==> src/rtl/sde_pkg.sv <==
// ----------------------------------------------------------------------------
// Sample delta escape encoder package
// Shared widths, constants and the coded sample type that passes from the
// front end through the queue to the byte serialiser.
// ----------------------------------------------------------------------------
package sde_pkg;

  // Temperature, humidity and pressure, handled in that order.
  localparam int NumFields = 3;
  localparam int FieldIdxWidth = $clog2(NumFields);
  localparam logic [FieldIdxWidth-1:0] FieldFirst = FieldIdxWidth'(0);
  localparam logic [FieldIdxWidth-1:0] FieldLast = FieldIdxWidth'(NumFields - 1);

  // Field indexes.
  localparam int FieldTemp = 0;
  localparam int FieldHumid = 1;
  localparam int FieldPress = 2;

  // Clamped values and references are 17-bit signed, deltas 18-bit signed.
  localparam int RefWidth = 17;
  localparam int DeltaWidth = 18;
  localparam int WordWidth = 16;

  // Clamping limits.
  localparam logic signed [31:0] TempMin = -32'sd32767;
  localparam logic signed [31:0] TempMax = 32'sd32767;
  localparam logic signed [31:0] ScaleMin = 32'sd0;
  localparam logic signed [31:0] ScaleMax = 32'sd65534;

  // Words sent for an absent field.
  localparam logic [WordWidth-1:0] TempSentinel = 16'h8000;
  localparam logic [WordWidth-1:0] ScaleSentinel = 16'hFFFF;

  // Short-form delta range; minus one is reserved and goes through the escape.
  localparam logic signed [DeltaWidth-1:0] DeltaLo = -18'sd127;
  localparam logic signed [DeltaWidth-1:0] DeltaHi = 18'sd127;
  localparam logic signed [DeltaWidth-1:0] DeltaReserved = -18'sd1;

  localparam logic [7:0] EscapeByte = 8'h80;

  // One field after classification: either a single delta byte in the low
  // half of word, or an escape followed by the whole word.
  typedef struct packed {
    logic                 esc;
    logic [WordWidth-1:0] word;
  } field_code_t;

  typedef field_code_t [NumFields-1:0] sample_code_t;

  // Byte position within one field, one-hot.
  typedef enum logic [2:0] {
    BYTE_FIRST = 3'b001,
    BYTE_LOW   = 3'b010,
    BYTE_HIGH  = 3'b100
  } byte_pos_t;

  // Clamp a raw 32-bit reading into its field's range.
  function automatic logic signed [RefWidth-1:0] clamp_field(
    input logic signed [31:0] value,
    input logic signed [31:0] lo,
    input logic signed [31:0] hi
  );
    logic signed [31:0] result;
    priority if (value < lo) begin
      result = lo;
    end else if (value > hi) begin
      result = hi;
    end else begin
      result = value;
    end
    return result[RefWidth-1:0];
  endfunction

endpackage

==> src/rtl/sde_sample_if.sv <==
// ----------------------------------------------------------------------------
// Sample channel
// Valid/ready channel that carries one environmental sample per beat.
// ----------------------------------------------------------------------------
interface sde_sample_if;
  logic               valid;
  logic               ready;
  logic signed [31:0] temp_value;
  logic               temp_present;
  logic signed [31:0] humid_value;
  logic               humid_present;
  logic signed [31:0] press_value;
  logic               press_present;

  modport source (
    output valid, temp_value, temp_present, humid_value, humid_present,
           press_value, press_present,
    input  ready
  );

  modport sink (
    input  valid, temp_value, temp_present, humid_value, humid_present,
           press_value, press_present,
    output ready
  );
endinterface

==> src/rtl/sde_byte_if.sv <==
// ----------------------------------------------------------------------------
// Byte channel
// Valid/ready channel that carries one encoded byte per beat.
// ----------------------------------------------------------------------------
interface sde_byte_if;
  logic       valid;
  logic       ready;
  logic [7:0] out_byte;
  logic       last_byte;

  modport source (
    output valid, out_byte, last_byte,
    input  ready
  );

  modport sink (
    input  valid, out_byte, last_byte,
    output ready
  );
endinterface

==> src/rtl/sde_front.sv <==
// ----------------------------------------------------------------------------
// Encoder front end
// Accepts samples, clamps each field, takes its delta against the stored
// reference and classifies it as short or escaped. Updates the references.
// ----------------------------------------------------------------------------
module sde_front (
  input  logic                  clk,
  input  logic                  rst,
  sde_sample_if.sink            sample_in,
  input  logic                  full,
  output logic                  push,
  output sde_pkg::sample_code_t code
);

  logic signed [31:0]                  raw     [sde_pkg::NumFields];
  logic                                present [sde_pkg::NumFields];
  logic signed [sde_pkg::RefWidth-1:0] field_ref [sde_pkg::NumFields];

  // Gather the fields into arrays so that each lane below is identical.
  always_comb begin
    raw[sde_pkg::FieldTemp]      = sample_in.temp_value;
    raw[sde_pkg::FieldHumid]     = sample_in.humid_value;
    raw[sde_pkg::FieldPress]     = sample_in.press_value;
    present[sde_pkg::FieldTemp]  = sample_in.temp_present;
    present[sde_pkg::FieldHumid] = sample_in.humid_present;
    present[sde_pkg::FieldPress] = sample_in.press_present;
  end

  // A sample is taken whenever the queue has room for it.
  assign sample_in.ready = !full;
  assign push            = sample_in.valid && !full;

  for (genvar f = 0; f < sde_pkg::NumFields; f++) begin : g_field
    localparam logic signed [31:0] Lo =
      (f == sde_pkg::FieldTemp) ? sde_pkg::TempMin : sde_pkg::ScaleMin;
    localparam logic signed [31:0] Hi =
      (f == sde_pkg::FieldTemp) ? sde_pkg::TempMax : sde_pkg::ScaleMax;
    localparam logic [sde_pkg::WordWidth-1:0] Sentinel =
      (f == sde_pkg::FieldTemp) ? sde_pkg::TempSentinel : sde_pkg::ScaleSentinel;

    logic signed [sde_pkg::RefWidth-1:0]   clamped;
    logic signed [sde_pkg::DeltaWidth-1:0] delta;
    logic                                  is_short;

    // Clamp, then difference against the reference.
    assign clamped  = sde_pkg::clamp_field(raw[f], Lo, Hi);
    assign delta    = {clamped[sde_pkg::RefWidth-1], clamped}
                    - {field_ref[f][sde_pkg::RefWidth-1], field_ref[f]};
    assign is_short = (delta >= sde_pkg::DeltaLo) && (delta <= sde_pkg::DeltaHi)
                   && (delta != sde_pkg::DeltaReserved);

    // Classification for the serialiser.
    always_comb begin
      code[f].esc = !present[f] || !is_short;
      priority if (!present[f]) begin
        code[f].word = Sentinel;
      end else if (is_short) begin
        code[f].word = {8'h00, delta[7:0]};
      end else begin
        code[f].word = clamped[sde_pkg::WordWidth-1:0];
      end
    end

    // The reference follows every present value; absent fields leave it.
    always_ff @(posedge clk) begin
      if (rst) begin
        field_ref[f] <= '0;
      end else if (push && present[f]) begin
        field_ref[f] <= clamped;
      end
    end
  end

endmodule

==> src/rtl/sde_queue.sv <==
// ----------------------------------------------------------------------------
// Coded sample queue
// Short first-in first-out queue between the front end and the serialiser.
// The head entry is visible without a pop; depth must be at least two.
// ----------------------------------------------------------------------------
module sde_queue #(
  parameter int DEPTH = 2
) (
  input  logic                  clk,
  input  logic                  rst,
  input  logic                  push,
  input  sde_pkg::sample_code_t push_data,
  output logic                  full,
  input  logic                  pop,
  output logic                  head_valid,
  output sde_pkg::sample_code_t head
);

  localparam int PtrWidth   = $clog2(DEPTH);
  localparam int CountWidth = $clog2(DEPTH + 1);

  sde_pkg::sample_code_t entry [DEPTH];
  logic [PtrWidth-1:0]   wr_ptr;
  logic [PtrWidth-1:0]   rd_ptr;
  logic [CountWidth-1:0] count;

  assign full       = (count == CountWidth'(DEPTH));
  assign head_valid = (count != '0);
  assign head       = entry[rd_ptr];

  // Storage.
  always_ff @(posedge clk) begin
    if (push) begin
      entry[wr_ptr] <= push_data;
    end
  end

  // Pointers and fill count.
  always_ff @(posedge clk) begin
    if (rst) begin
      wr_ptr <= '0;
      rd_ptr <= '0;
      count  <= '0;
    end else begin
      if (push) begin
        wr_ptr <= (wr_ptr == PtrWidth'(DEPTH - 1)) ? '0 : wr_ptr + 1'b1;
      end
      if (pop) begin
        rd_ptr <= (rd_ptr == PtrWidth'(DEPTH - 1)) ? '0 : rd_ptr + 1'b1;
      end
      if (push && !pop) begin
        count <= count + 1'b1;
      end else if (pop && !push) begin
        count <= count - 1'b1;
      end
    end
  end

endmodule

==> src/rtl/sde_back.sv <==
// ----------------------------------------------------------------------------
// Encoder byte serialiser
// Walks the head entry of the queue field by field and byte by byte, one
// byte per cycle while the output register is empty or being taken, into
// that register, and pops the entry after its last byte.
// ----------------------------------------------------------------------------
module sde_back (
  input  logic                  clk,
  input  logic                  rst,
  input  logic                  head_valid,
  input  sde_pkg::sample_code_t head,
  output logic                  pop,
  sde_byte_if.source            byte_out
);

  logic [sde_pkg::FieldIdxWidth-1:0] fld;
  sde_pkg::byte_pos_t                pos;
  sde_pkg::field_code_t              cur;
  logic [7:0]                        next_byte;
  logic                              field_done;
  logic                              sample_done;
  logic                              load;

  assign cur = head[fld];

  // Select the byte for the current position.
  always_comb begin
    unique case (pos)
      sde_pkg::BYTE_FIRST: next_byte = cur.esc ? sde_pkg::EscapeByte : cur.word[7:0];
      sde_pkg::BYTE_LOW:   next_byte = cur.word[7:0];
      sde_pkg::BYTE_HIGH:  next_byte = cur.word[15:8];
      default:             next_byte = cur.word[7:0];
    endcase
  end

  assign field_done  = !cur.esc || (pos == sde_pkg::BYTE_HIGH);
  assign sample_done = field_done && (fld == sde_pkg::FieldLast);

  // A byte moves into the output register when it is empty or being taken.
  assign load = head_valid && (!byte_out.valid || byte_out.ready);
  assign pop  = load && sample_done;

  // Position counters.
  always_ff @(posedge clk) begin
    if (rst) begin
      fld <= sde_pkg::FieldFirst;
      pos <= sde_pkg::BYTE_FIRST;
    end else if (load) begin
      if (field_done) begin
        pos <= sde_pkg::BYTE_FIRST;
        fld <= sample_done ? sde_pkg::FieldFirst : fld + 1'b1;
      end else begin
        pos <= (pos == sde_pkg::BYTE_FIRST) ? sde_pkg::BYTE_LOW : sde_pkg::BYTE_HIGH;
      end
    end
  end

  // Output register valid.
  always_ff @(posedge clk) begin
    if (rst) begin
      byte_out.valid <= 1'b0;
    end else if (load) begin
      byte_out.valid <= 1'b1;
    end else if (byte_out.ready) begin
      byte_out.valid <= 1'b0;
    end
  end

  // Output register payload.
  always_ff @(posedge clk) begin
    if (load) begin
      byte_out.out_byte  <= next_byte;
      byte_out.last_byte <= sample_done;
    end
  end

endmodule

==> src/rtl/sample_delta_escape_encoder_unit.sv <==
// ----------------------------------------------------------------------------
// Sample delta escape encoder
// Encodes environmental samples as delta bytes with an escape form.
//
//   Port       Role    Beat carries
//   sample_in  sink    temp/humid/press value and present flag
//   byte_out   source  out_byte, last_byte (set on the final byte of a sample)
//
// Each sample produces 3 to 9 bytes, one byte per cycle while byte_out takes
// them; the serialiser's byte walk sets the rate. With the queue empty, the
// first byte of a sample passes through the queue entry and then the output
// register before it is offered.
// The front end takes a new sample whenever the queue has room, also while
// bytes of earlier samples are still waiting at the output.
// Reset clears the field references to zero and empties the queue.
// ----------------------------------------------------------------------------
module sample_delta_escape_encoder_unit #(
  parameter int QUEUE_DEPTH = 2
) (
  input  logic         clk,
  input  logic         rst,
  sde_sample_if.sink   sample_in,
  sde_byte_if.source   byte_out
);

  logic                  push;
  logic                  full;
  logic                  pop;
  logic                  head_valid;
  sde_pkg::sample_code_t push_data;
  sde_pkg::sample_code_t head;

  // Clamp, delta and classification.
  sde_front u_front (
    .clk       (clk),
    .rst       (rst),
    .sample_in (sample_in),
    .full      (full),
    .push      (push),
    .code      (push_data)
  );

  // Decoupling queue.
  sde_queue #(
    .DEPTH (QUEUE_DEPTH)
  ) u_queue (
    .clk        (clk),
    .rst        (rst),
    .push       (push),
    .push_data  (push_data),
    .full       (full),
    .pop        (pop),
    .head_valid (head_valid),
    .head       (head)
  );

  // Byte serialiser.
  sde_back u_back (
    .clk        (clk),
    .rst        (rst),
    .head_valid (head_valid),
    .head       (head),
    .pop        (pop),
    .byte_out   (byte_out)
  );

endmodule
==> src/flat_wrapper.sv <==
// flat-port wrapper written by rule: the top's interface ports become plain ports
module sample_delta_escape_encoder_unit_flat 
#(
  parameter int QUEUE_DEPTH = 2
)
  (clk, rst, sample_in_valid, sample_in_temp_value, sample_in_temp_present, sample_in_humid_value, sample_in_humid_present, sample_in_press_value, sample_in_press_present, sample_in_ready, byte_out_valid, byte_out_out_byte, byte_out_last_byte, byte_out_ready);
  sde_sample_if sample_in_i ();
  sde_byte_if byte_out_i ();
  input  logic clk;
  input  logic rst;
  input wire logic [$bits(sample_in_i.valid)-1:0] sample_in_valid;
  input wire logic [$bits(sample_in_i.temp_value)-1:0] sample_in_temp_value;
  input wire logic [$bits(sample_in_i.temp_present)-1:0] sample_in_temp_present;
  input wire logic [$bits(sample_in_i.humid_value)-1:0] sample_in_humid_value;
  input wire logic [$bits(sample_in_i.humid_present)-1:0] sample_in_humid_present;
  input wire logic [$bits(sample_in_i.press_value)-1:0] sample_in_press_value;
  input wire logic [$bits(sample_in_i.press_present)-1:0] sample_in_press_present;
  output wire logic [$bits(sample_in_i.ready)-1:0] sample_in_ready;
  output wire logic [$bits(byte_out_i.valid)-1:0] byte_out_valid;
  output wire logic [$bits(byte_out_i.out_byte)-1:0] byte_out_out_byte;
  output wire logic [$bits(byte_out_i.last_byte)-1:0] byte_out_last_byte;
  input wire logic [$bits(byte_out_i.ready)-1:0] byte_out_ready;
  assign sample_in_i.valid = sample_in_valid;
  assign sample_in_i.temp_value = sample_in_temp_value;
  assign sample_in_i.temp_present = sample_in_temp_present;
  assign sample_in_i.humid_value = sample_in_humid_value;
  assign sample_in_i.humid_present = sample_in_humid_present;
  assign sample_in_i.press_value = sample_in_press_value;
  assign sample_in_i.press_present = sample_in_press_present;
  assign sample_in_ready = sample_in_i.ready;
  assign byte_out_valid = byte_out_i.valid;
  assign byte_out_out_byte = byte_out_i.out_byte;
  assign byte_out_last_byte = byte_out_i.last_byte;
  assign byte_out_i.ready = byte_out_ready;
  sample_delta_escape_encoder_unit #(.QUEUE_DEPTH(QUEUE_DEPTH)) u_core (.clk(clk), .rst(rst), .sample_in(sample_in_i), .byte_out(byte_out_i));
endmodule
==> config.mk <==
export PLATFORM = sky130hd
export DESIGN_NAME = sample_delta_escape_encoder_unit_flat
export DESIGN_NICKNAME = d
export VERILOG_FILES = /design/src/rtl/sde_pkg.sv /design/src/rtl/sde_sample_if.sv /design/src/rtl/sde_byte_if.sv /design/src/rtl/sde_front.sv /design/src/rtl/sde_queue.sv /design/src/rtl/sde_back.sv /design/src/rtl/sample_delta_escape_encoder_unit.sv /design/src/flat_wrapper.sv
export SDC_FILE = /design/constraint.sdc
export NUM_CORES = 1
export LEC_CHECK = 0
export BUFFER_PORTS_ARGS = -buffer_cell sky130_fd_sc_hd__buf_2
export CAP_MARGIN = 0
export CORE_MARGIN = 3
export CORE_UTILIZATION = 64
export DETAILED_ROUTE_END_ITERATION = 12
export PLACE_DENSITY = 0.82
export SLEW_MARGIN = 20
export SYNTH_ARGS = -nofsm -noshare
export SYNTH_HDL_FRONTEND = slang
export SYNTH_SLANG_ARGS = --single-unit
==> constraint.sdc <==
create_clock -name clk -period 12.5 [get_ports clk]
set_input_delay 1.875 -clock clk [delete_from_list [all_inputs] [get_ports clk]]
set_output_delay 1.875 -clock clk [all_outputs]
set_load 0.01 [all_outputs]
==> results.md, run 1 <==
* Status: finished, final reports clean
* Worst slew margin at 0.289
* Synthesized area at around 0.011 mm²
* Sink count of the clock tree at 173
* Largest net degree at the start of global routing at 52
* Post-cts gate resize count at 0
* Setup TNS Final at 0 ns
* P per Cell Area at 128 mW/mm²
* CTS tree: done
* Final setup viols at 0
* Leak at 4.82 nW
* Synth warn at 0
* DRC viols at 0
* Hold-fix buffers at CTS at 0
* Final WL at 28200 µm
* Buffers and inverters on the worst path at 1
* Synth-to-layout area growth at 11.3%
* Ant. Diodes at 0
* Post-layout min period at 7.33 ns
* Gr ovfl total at 0
* Yosys cell types at 84
* Final slew viol count at 0
* CTS Root Cell: clkbuf_16
* Max_cap viols at 0
* Post-DP HPWL at roughly 21000 µm
* Gate Count Post-Synth at 1098
* CP arrival at 7.55 ns
* Hold crit path type: reg2reg
* Post-synthesis sequential area ratio at 0.455
* RSZ-0062 raised after global routing: no
* GRT Overall Usage at 0.294
* Most common cell after layout, fill and taps aside: edfxtp_1
* Crit-path most repeated cell: a21o_1
* Ports at 114
* Crit-path max FO at 13
* Die H at 138 µm
* Initial Util at 0.665
* Main synth FF type: edfxtp_1
* Commonest cells after routing, fill and taps aside: 162 x edfxtp_1, 119 x nor2_1, 113 x buf_2
* Max Fclk at 0.137 GHz
* Number of global-route vias before repair at 8592
* EDFF count, synth at 162
* Chip width at 138 µm
* Vias/cell at 6.49
* Startpoint Class: primary input
* DR WL/cell at 19.8 µm
* CP Class: in2reg
* Iter 0 DRT Violations at 903
* First-pass GRT wire length at approximately 45000 µm
* Part of the cycle the worst path needs at 0.586
* Final Skew at ~0.0094 ns
* Routed met2 length at 13000 µm
* CORE AREA at 0.0168 mm²
* Die area at around 0.019 mm²
* Global placement routability congestion at 0.948
* CP Cell Sequence: buf_2, nor4_1, nand4_1, a31oi_2, nor2_1, ha_1, a21o_1, a21o_1, a21o_1, a21o_1, a21o_1, a2111oi_0, nand4_1, a211oi_1, nand2_1, nor4b_2, nor2_2, a211oi_1
* Detailed-route via count at 9245
* Rows at 47
* Slowest stage delay, CP at 0.68 ns
* Uppermost layer routed: met4
* Fin. Hold Viols at 0
* Req. time, crit path at 12.73 ns
* CTS Buffer Depth at 2
* Async set-or-reset flop fraction in the synthesized netlist at 0
* CP max stage cell: nor4b_2
* Mean post-synth cell area at 10.2 µm²
* Critical path endpoint category: flip-flop
* Synthesis-stage register bit count at 173
* Layout cells sized above 1 at 0.177
* # fillers at 1219
* Metal3 WL at 2500 µm
* Hold Worst Slack at 0.505 ns
* H-tree levels at 4
* Reg clk slew, reported paths at 0.07 ns
* Port Buf Inserts at 113
* Postcts setup bufs at 0
* Detail Route Antenna Nets at 0
* Total CTS buffers at 17
* WL met1 at around 12000 µm
* Antenna violations before repair at 0
* VDD IR max at 116 µV
* Drt pass-1 iters at 5
* Clk_lat worst skew at 0.43 ns
* Worst slew pin tran at 1.06 ns
* Worst path top cell family by delay: compound AO/OA/AOI/OAI gates
* Net count, final at 1346
==> registers in the layout, indices dropped and copies added, names as in the netlist, named ones only <==
signal	count
u_core.u_back.fld	2
u_core.u_queue.rd_ptr	1
u_core.u_back.byte_out.last_byte	1
u_core.u_back.byte_out.valid	1
u_core.u_back.pos	3
u_core.u_queue.count	2
u_core.u_back.byte_out.out_byte	8
u_core.u_queue.entry	102
u_core.u_queue.wr_ptr	1
u_core.u_front.field_ref	51
==> tightest hold or removal path, delay by kind of cell, from the launching register on <==
family,cells,cell delay [ns]
simple gates,1,0.08
flops,1,0.31
compound gates,1,0.06
==> final cells by class <==
class | count | area [µm²] | share of cell area
Clock buffer | 21 | 462 | 0.0371
Timing Repair Buffer | 119 | 611 | 0.0490
Tap cell | 220 | 275 | 0.0221
Inverter | 96 | 360 | 0.0289
Sequential cell | 173 | 5090 | 0.409
Clock inverter | 11 | 81.3 | 0.00653
Multi-Input combinational cell | 785 | 5580 | 0.448
==> synth_stat cells, types with 20 or more instances <==
master / count / area [µm²]
xnor2_1: 22 / 193
o21bai_1: 25 / 188
edfxtp_1: 162 / 4860
a21oi_1: 52 / 260
ha_1: 48 / 601
nand2_1: 58 / 218
nor4_1: 20 / 125
nand4_1: 24 / 150
nor3_1: 39 / 195
o21ai_0: 51 / 255
clkbuf_1: 35 / 131
nor2_1: 120 / 450
inv_1: 94 / 353
a21o_1: 28 / 210
==> path summary, 6_finish.rpt <==
kind / from / endpoint / slack (ns) / cells past startpoint
worst max-delay path: sample_in_temp_value[14] / u_core.u_queue.entry[1][5] / 5.17 / 18
worst min-delay path: u_core.u_back.byte_out.valid / u_core.u_back.byte_out.valid / 0.51 / 2
worst max register to register: u_core.u_front.field_ref[2][0] / u_core.u_queue.entry[0][37] / 7.85 / 14
worst min register to register: u_core.u_back.byte_out.valid / u_core.u_back.byte_out.valid / 0.51 / 2
==> cells by family after synthesis <==
| logic type | synth area share |
|---|---|
| simple gates | 0.168 |
| compound gates | 0.176 |
| flops | 0.455 |
| other cells | 0.000335 |
| xor+xnor | 0.0274 |
| fa+ha+maj | 0.0600 |
| buf+inv | 0.0491 |
| mux | 0.0643 |
==> stage by stage <==
step                setup slack [ns]   util  cells  power (mW)  area (µm²)
detailed placement              4.89  0.708   1393        1.10       11900
global route                    4.81  0.740   1425        1.67       12500
finish                          5.17  0.740   1425        1.60       12500
global placement                4.93  0.708   1393        1.09       11900
floorplan                       5.92      -   1101       0.996       11200
CTS                             5.29  0.740   1425        1.60       12500
==> metal layers <==
layer	GRT usage	up-vias
li1	-	4309
met1	0.421	4395
met2	0.455	470
met3	0.0570	71
met4	0.0988	0
met5	0	-
==> power breakdown <==
part | leakage (nW) | total (mW) | internal [mW] | switching [mW]
clock | 0.273 | 0.496 | 0.269 | 0.228
combinational | 2.91 | 0.384 | 0.149 | 0.235
sequential | 1.63 | 0.720 | 0.697 | 0.0222
total | 4.82 | 1.60 | 1.11 | 0.485
Note: power is estimated with default switching activity, not from simulation.
==> run 2, diff against run 1 <==
- CORE_UTILIZATION: 64 -> 60
- PLACE_DENSITY: 0.82 -> 0.77
- clock period: 12.5 -> 7.4 ns (I/O delays scaled with it)
==> run 2 against run 1 <==
Power increased by 76%. Global-route usage is 1.1 points lower. Critical path depth unchanged. Count of clock-buffer cells in the layout down 2. Via count down 0.83%. Sequential share of layout area shrank 0.42 points. Wire length up 0.64%. Sequential cell count did not move. Critical endpoint unchanged.
==> results.md, run 2 (synthesis results as in run 1) <==
* Buffers and inverters on the worst path at 1 (unchanged)
* Max_cap viols at 0 (unchanged)
* Dpl cell area at 0.0119 mm² (+0.35%)
* H-tree levels at 4 (unchanged)
* Die H at 143 µm (+3.1%)
* Reg clk slew, reported paths at 0.06 ns (about the same)
* Gr ovfl total at 0 (unchanged)
* DRC viols at 0 (unchanged)
* Reg2reg end: u_core.u_queue.entry[0][21]
* Ports at 114 (unchanged)
* DR WL/cell at 19.7 µm (-0.20%)
* Status: finished, final reports clean
* CTS Buffer Depth at 2 (unchanged)
* Setup TNS Final at 0 ns (unchanged)
* Min-delay src: u_core.u_back.byte_out.valid
* # fillers at 1384 (+14%)
* R2r setup slk at 2.68 ns (-5.17 ns)
* Largest net degree at the start of global routing at 52 (unchanged)
* Detailed-route via count at 9168 (-0.83%)
* Rows at 49 (+4.3%)
* Fin area at 0.0126 mm² (+1.0%)
* Iter 0 DRT Violations at 891 (-1.3%)
* Die area at 0.0203 mm² (+6.4%)
* Largest register FFs at 102 (unchanged)
* Tot Pwr at 2.81 mW (+76%)
* Hold-fix buffers at CTS at 0 (unchanged)
* Final slew viol count at 0 (unchanged)
* Initial Util at 0.616 (-0.0487)
* CP Cell Sequence: buf_2, nor4_1, nand4_1, a31oi_2, nor2_1, ha_1, a21o_1, a21o_1, a21o_1, a21o_1, a21o_1, a2111oi_0, nand4_1, a211oi_1, nand2_1, nor4b_2, nor2_2, a211oi_1
* Vias/cell at 6.38 (-1.7%)
* Layout cells sized above 1 at 0.181 (+0.00453)
* Most common cell after layout, fill and taps aside: edfxtp_1
* FF-to-FF Start: u_core.u_front.field_ref[1][0]
* Crit-path max FO at 15 (+2)
* Commonest cells after routing, fill and taps aside: 162 x edfxtp_1, 119 x nor2_1, 113 x buf_2
* Final WL at 28300 µm (+0.64%)
* Part of the cycle the worst path needs at 0.897
* Hold depth at 2 (unchanged)
* Largest Register: u_core.u_queue.entry
* Global placement routability congestion at 0.937 (-1.1%)
* Fin. Hold Viols at 0 (unchanged)
* CORE AREA at 0.0181 mm² (+7.9%)
* Slowest stage delay, CP at 0.68 ns (about the same)
* Worst slew margin at 0.399 (+0.111)
* Number of global-route vias before repair at 8612 (+0.23%)
* Worst path top cell family by delay: compound AO/OA/AOI/OAI gates
* Synth-to-layout area growth at 12.5%
* Hold crit path type: reg2reg
* RSZ-0062 raised after global routing: no
* CP arrival at 6.85 ns (-0.70 ns)
* Antenna violations before repair at 0 (unchanged)
* Hold Path Sink: u_core.u_back.byte_out.valid
* Sink count of the clock tree at 173 (unchanged)
* GRT Overall Usage at 0.282 (-0.0115)
* Postcts setup bufs at 0 (unchanged)
* Ant. Diodes at 0 (unchanged)
* Final setup viols at 0 (unchanged)
* P per Cell Area at 223 mW/mm² (+74%)
* Req. time, crit path at 7.61 ns (-5.12 ns)
* Net count, final at 1349 (+0.22%)
* Post-layout min period at 6.64 ns
* Post-cts gate resize count at 0 (unchanged)
* Max Fclk at around 0.15 GHz
* Largest regs: u_core.u_queue.entry (102), u_core.u_front.field_ref (51), u_core.u_back.byte_out.out_byte (8)
* Worst setup path start: sample_in_temp_value[14]
* VDD IR max at 175 µV (+51%)
* Leak at 4.86 nW (+0.95%)
* Chip width at 143 µm (+3.1%)
* Startpoint Class: primary input
* CTS tree: done
* Worst slew pin tran at 0.893 ns (-0.162 ns)
* Detail Route Antenna Nets at 0 (unchanged)
* Post-DP HPWL at 20900 µm (+0.53%)
* Total CTS buffers at 17 (unchanged)
* CTS Root Cell: clkbuf_16
* Drt pass-1 iters at 5 (unchanged)
* Worst reg2reg path depth at 15 (+1)
* CP Class: in2reg
* Crit-path most repeated cell: a21o_1
* CP max stage cell: nor4b_2
* Final Skew at 0.0100 ns (+0.000610 ns)
* Critical path endpoint category: flip-flop
* First-pass GRT wire length at 44800 µm (-0.20%)
* Port Buf Inserts at 113 (unchanged)
* Clk_lat worst skew at 0.43 ns (about the same)
[run 2: area by class of cell]
| type | count | area, µm² | share of cell area |
|---|---|---|---|
| Multi-Input combinational cell | 785 | 5580 | 0.444 |
| Sequential cell | 173 | 5090 | 0.404 |
| Timing Repair Buffer | 122 | 633 | 0.0503 |
| Clock buffer | 19 | 443 | 0.0352 |
| Inverter | 96 | 360 | 0.0286 |
| Tap cell | 229 | 287 | 0.0228 |
| Clock inverter | 13 | 189 | 0.0150 |
[run 2: layer usage]
layer,global-route usage,share of wire
met5,0,0
met1,0.417,0.44
met4,0.0665,0.013
met2,0.430,0.46
met3,0.0612,0.086
[run 2: where the power goes]
part / switching [mW] / internal, mW
clock network: 0.376 / 0.576
registers: 0.0348 / 1.18
logic: 0.395 / 0.251
total: 0.806 / 2.01
[run 2: how the worst max path moves through the flow]
stage	end	depth (start not counted)
after floorplan	u_core.u_queue.entry[0][6]	21
after global placement	u_core.u_queue.entry[1][5]	18
after detailed placement	u_core.u_queue.entry[1][5]	18
after CTS	u_core.u_queue.entry[1][5]	18
after global routing	u_core.u_queue.entry[1][5]	18
final	u_core.u_queue.entry[1][5]	18
[run 2: worst reg2reg max path: cells and delay by family, from the launching register on]
family	cells	cell delay (ns)
fa+ha+maj	2	0.57
flops	1	0.33
mux	1	0.44
simple gates	4	1.59
buf+inv	1	0.06
compound gates	7	1.47
[run 2: stage by stage]
stage,hold WS (ns),util,std cells,worst slack [ns]
after global routing,0.553,0.693,1437,0.336
after CTS,0.525,0.693,1437,0.866
final,0.518,0.693,1437,0.759
after floorplan,0.472,-,1101,1.58
after detailed placement,0.506,0.658,1405,0.471
after global placement,0.479,0.658,1405,0.576
